<file path="src/hdl/qrs_pkg.sv">
package qrs_pkg;

  // Result kind codes
  typedef enum logic [1:0] {
    KIND_REAL    = 2'd0,
    KIND_COMPLEX = 2'd1,
    KIND_ERROR   = 2'd2
  } root_kind_t;

  localparam int COEF_W  = 16;
  localparam int VAL_W   = 32;
  localparam int RAD_W   = 50;   // |D| << 16, padded to even width
  localparam int ROOT_W  = RAD_W / 2;
  localparam int NUM_W   = 27;   // signed numerator, Q.16
  localparam int DIVN_W  = 33;   // magnitude of numerator * 128

endpackage

</file>
<file path="src/hdl/qrs_isqrt.sv">
module qrs_isqrt import qrs_pkg::*; #(
  parameter int XW = 50,
  parameter int SW = 34
) (
  input  logic               clk,
  input  logic               rst_n,
  input  logic               en,
  input  logic               in_valid,
  input  logic [XW-1:0]      in_x,
  input  logic [SW-1:0]      in_side,
  output logic               out_valid,
  output logic [XW/2-1:0]    out_root,
  output logic [SW-1:0]      out_side
);

  localparam int QW = XW / 2;
  localparam int RW = QW + 3;

  // Element 0 is the stage input, elements 1..QW are stage registers
  logic          v_r  [QW+1];
  logic [XW-1:0] x_r  [QW+1];
  logic [RW-1:0] rm_r [QW+1];
  logic [QW-1:0] rt_r [QW+1];
  logic [SW-1:0] sd_r [QW+1];

  assign v_r[0]  = in_valid;
  assign x_r[0]  = in_x;
  assign rm_r[0] = '0;
  assign rt_r[0] = '0;
  assign sd_r[0] = in_side;

  // One result bit per stage, two radicand bits consumed per stage
  for (genvar i = 0; i < QW; i++) begin : g_stage
    logic [RW-1:0] sh;
    logic [RW-1:0] trial;
    logic          ge;

    always_comb begin
      sh    = {rm_r[i][RW-3:0], x_r[i][XW-1 -: 2]};
      trial = {1'b0, rt_r[i], 2'b01};
      ge    = (sh >= trial);
    end

    always_ff @(posedge clk) begin
      if (!rst_n) begin
        v_r[i+1] <= 1'b0;
      end else if (en) begin
        v_r[i+1] <= v_r[i];
      end
    end

    always_ff @(posedge clk) begin
      if (en) begin
        x_r[i+1]  <= {x_r[i][XW-3:0], 2'b00};
        rm_r[i+1] <= ge ? (sh - trial) : sh;
        rt_r[i+1] <= {rt_r[i][QW-2:0], ge};
        sd_r[i+1] <= sd_r[i];
      end
    end
  end

  assign out_valid = v_r[QW];
  assign out_root  = rt_r[QW];
  assign out_side  = sd_r[QW];

endmodule

</file>
<file path="config.mk">
export PLATFORM = sky130hd
export DESIGN_NAME = qrs_isqrt
export DESIGN_NICKNAME = d
export VERILOG_FILES = /design/src/hdl/qrs_pkg.sv /design/src/hdl/qrs_isqrt.sv
export SDC_FILE = /design/constraint.sdc
export NUM_CORES = 2
export LEC_CHECK = 0
export BUFFER_PORTS_ARGS = -buffer_cell sky130_fd_sc_hd__buf_4
export CORE_MARGIN = 2
export CORE_UTILIZATION = 47
export CTS_CLUSTER_SIZE = 30
export DETAILED_ROUTE_END_ITERATION = 6
export SLEW_MARGIN = 40
export SYNTH_ARGS = -nofsm -noshare
export SYNTH_HDL_FRONTEND = slang
export SYNTH_SLANG_ARGS = --single-unit
</file>
<file path="constraint.sdc">
create_clock -name clk -period 4.7 [get_ports clk]
set_input_delay 0.235 -clock clk [delete_from_list [all_inputs] [get_ports clk]]
set_output_delay 0.235 -clock clk [all_outputs]
set_load 0.005 [all_outputs]
</file>
==> impl_metrics.py <==
metrics = {
    "setup_path": {
        "r2r_cells": 11,
        "crit_required_ns": 5.27,
        "crit_fanout": 6,
        "crit_chain": "ha_1 -> nor2b_1 -> o21bai_1 -> a21boi_0 -> o41ai_2 -> o221ai_1 -> a221oi_1 -> o21a_1 -> clkinv_1 -> o2111a_1 -> xor2_1",
        "regToRegEndpoint": "g_stage[21].sh[25]$_DFFE_PP_",
        "path_class": "flop to flop",
        "cpPeakStageDelay_ns": 0.56,
        "cp-end-kind": "flop",
        "rrSetupSlack_ns": 0.88,
        "critPathSlowestCell": "o41ai_2",
        "r2r-start": "g_stage[20].sh[2]$_DFFE_PP_",
        "critPathLaunchType": "flop",
        "crit_arrival_ns": 4.39,
    },
    "hold_path": {
        "holdCritStartpoint": "in_x[3]",
        "hold_class": "input port to flop",
        "hold_depth": 2,
        "min_delay_worst_endpoint": "x_r[1205]$_DFFE_PP_",
    },
    "drt": {
        "routed_wl_um": 158000,
        "viasPerCell": 5.12,
        "postRouteAntennaNets": 0,
        "drtIter0Drc": 3455,
        "drcViolationCount": 0,
        "firstDrtPassIters": 7,
        "wl_per_cell_um": 16.4,
        "vias": 49400,
    },
    "clock_network": {
        "clk_pin_slew_ns": 0.06,
        "cts_tree": "built",
        "numCtsBuffers": 274,
        "clkSinkCount": 2389,
        "htreeDepth": 5,
        "post-cts-setup-buffer-count": 0,
        "insertion_delay_ns": 0.88,
        "ctsRootBufferMaster": "clkbuf_16",
        "cts_buffer_depth": 4,
    },
    "layout": {
        "final_nets": 7201,
        "most-common-layout-cells": "edfxtp_1 (2364), inv_1 (419), ha_1 (352)",
        "final_common_cell": "edfxtp_1",
        "fin_area_um2": 111000,
        "fill_cells": 16300,
        "drive_gt1_frac": 0.0984,
        "area_delta_synth_final_pct": 15.0,
        "fin_cells": 9644,
    },
    "power": {
        "power_uw": 53700,
        "power_density_nw_per_um2": 484,
        "power.leakage_uw": 0.0413,
        "peakVddDrop_v": 0.000382,
    },
    "yosys": {
        "synthAdderAreaFrac": 0.0457,
        "synth_edf_count": 2364,
        "synthMuxAreaShare": 0.00847,
        "synth_ff_type": "edfxtp_1",
        "yosysWarnings": 0,
        "yosys.area_share.simple": 0.0710,
        "yosys.area.top_type": "edfxtp_1",
        "syn_inst": 6254,
        "async_reset_ff_frac": 0,
        "synth-compound-area-share": 0.0660,
        "synth-seq-area-share": 0.741,
        "synth_top_area_share": 0.736,
        "syn_area_um2": 96400,
        "synthTopCellsByArea": "edfxtp_1 (74%), ha_1 (4.6%), xnor2_1 (2.5%), xor2_1 (1.9%), a21oi_1 (1.7%)",
        "ys_seq_elements": 2389,
        "synth_top_family_by_area": "simple AND/OR/NAND/NOR gates",
        "synth_cell_type_count": 96,
        "synth_area_per_cell_um2": 15.4,
        "synth_xor_xnor_area_share": 0.0442,
        "synth_nets": 6694,
    },
    "floorplanning": {
        "initial_core_util": 0.472,
        "chipHeight_um": 457,
        "ios": 148,
        "fp.dieW_um": 457,
        "num_rows": 166,
        "coreArea_um2": 204000,
        "die_area_um2": 209000,
    },
    "job": {
        "cap_violations": 0,
    },
    "sta": {
        "setup_slack_ns": 0.875,
        "hold_violations": 0,
        "relSlewSlack": 0.392,
        "tns_ns": 0,
        "rsz0062_at_grt": "false",
        "period_needed_ns": 3.82,
        "worst_pin_slew_ns": 0.903,
        "period_share": 0.814,
        "drv_slew": 0,
        "fin_skew_ns": 0.0622,
        "timing.fmax_mhz": 261,
        "setup_viol": 0,
    },
    "global_route": {
        "antenna_found_initial": 1,
        "track_usage": 0.150,
        "gr-total-overflow": 0,
        "grt_pass1_wl_um": 256000,
        "grt_pass1_vias": 49000,
        "grt_max_degree": 144,
    },
    "placement": {
        "gp_congestion": 0.878,
        "dpl_cell_area_um2": 101000,
        "hpwlAfterDp_um": 103000,
        "placedCellCount": 9015,
        "place_ws_ns": 0.953,
        "io_buffers": 147,
    },
    "outcome": {
        "outcome": "finished clean",
    },
}
==> where the power goes <==
group	internal, uW	leakage (uW)	switching [uW]
combinational	3010	0.0142	3830
clock	11800	0.00406	7910
sequential	26000	0.0230	1120
total	40800	0.0413	12900
==> worst max-delay path: cells and delay by family (launching register included) <==
family / cells / cell delay [ns]
AO/OA/AOI/OAI: 7 / 2.20
flip-flops: 1 / 0.38
adder cells (fa/ha/maj): 1 / 0.36
buffers and inverters: 1 / 0.29
AND/OR/NAND/NOR: 1 / 0.16
XOR/XNOR: 1 / 0.14
==> synthesized netlist by cell type, types with 9 or more instances <==
master and n:
edfxtp_1 2364, inv_1 419, ha_1 352, nor2_1 349, nand2_1 341, a21oi_1 328, xnor2_1 273, o21ai_0 257
xor2_1 214, a21o_1 134, nor3_1 110, nand2b_1 80, clkbuf_1 79, nor2b_1 76, nand3_1 75, o21a_1 71
nor4_1 69, nand4_1 57, mux2_2 41, or3_1 39, a31oi_1 38, buf_4 36, or2_2 33, mux2i_1 31
and3_1 29, dfxtp_1 25, or4_1 25, o31ai_1 23, a211oi_1 22, nand3b_1 18, o21bai_1 17, o211ai_1 15
and2_1 14, nand4b_1 13, a31o_2 10, o221ai_1 10, a21boi_0 9, and4_1 9
==> routing by layer <==
metal,part of all wire,wire [um],up-vias,track usage
met5,0,0,-,0
met1,0.44,70300,23800,0.196
met3,0.035,5570,375,0.0259
met4,0.034,5320,0,0.0582
met2,0.49,77000,796,0.252
li1,-,-,24400,-
==> logic make-up after synthesis <==
group / count (synthesis)
AOI/OAI and AO/OA: 1026
adders and majority gates: 352
xor gates and xnor gates: 487
other: 1
DFF: 2389
muxes: 75
buffers and inverters: 553
and+or+nand+nor: 1371
==> metrics by stage <==
step,utilization,hold WS (ns)
2_1_floorplan,-,0.334
5_1_grt,0.543,0.0202
3_5_place_dp,0.495,0.405
6_report,0.543,0.0761
4_1_cts,0.543,0.00432
3_3_place_gp,0.495,0.400
==> state kept, by name (all words and copies together), names as in the netlist <==
register and count:
g_stage.sh 637, g_stage.trial 300, out_root 25, out_side 34, out_valid 1, sd_r 816
v_r 24, x_r 552
==> layout make-up <==
class	instances	area [um^2]	share of cell area
Sequential cell	2389	71500	0.644
Timing Repair Buffer	360	3420	0.0308
Tap cell	2688	3360	0.0303
Antenna cell	2	5.00	0.0000451
Clock buffer	337	7220	0.0651
Multi-Input combinational cell	3312	22800	0.205
Inverter	424	1600	0.0144
Clock inverter	132	1070	0.00964
==> timing repair <==
item,in CTS,in global routing
hold endpoints to repair,112,0
gates resized for setup,0,0
hold buffers,157,0
==> worst max path at each step <==
stage | start | endpoint | slack [ns] | cells past startpoint
floorplan | g_stage[23].sh[3]$_DFFE_PP_ | g_stage[24].sh[24]$_DFFE_PP_ | 1.47 | 10
global placement | g_stage[19].sh[2]$_DFFE_PP_ | g_stage[20].sh[7]$_DFFE_PP_ | 1.06 | 9
detailed placement | g_stage[20].sh[2]$_DFFE_PP_ | g_stage[21].sh[25]$_DFFE_PP_ | 0.95 | 11
CTS | g_stage[20].sh[2]$_DFFE_PP_ | g_stage[21].sh[25]$_DFFE_PP_ | 0.89 | 11
global route | g_stage[20].sh[2]$_DFFE_PP_ | g_stage[21].sh[25]$_DFFE_PP_ | 0.44 | 11
finish | g_stage[20].sh[2]$_DFFE_PP_ | g_stage[21].sh[25]$_DFFE_PP_ | 0.88 | 11
No activity file was read; power rests on OpenSTA's default activity.
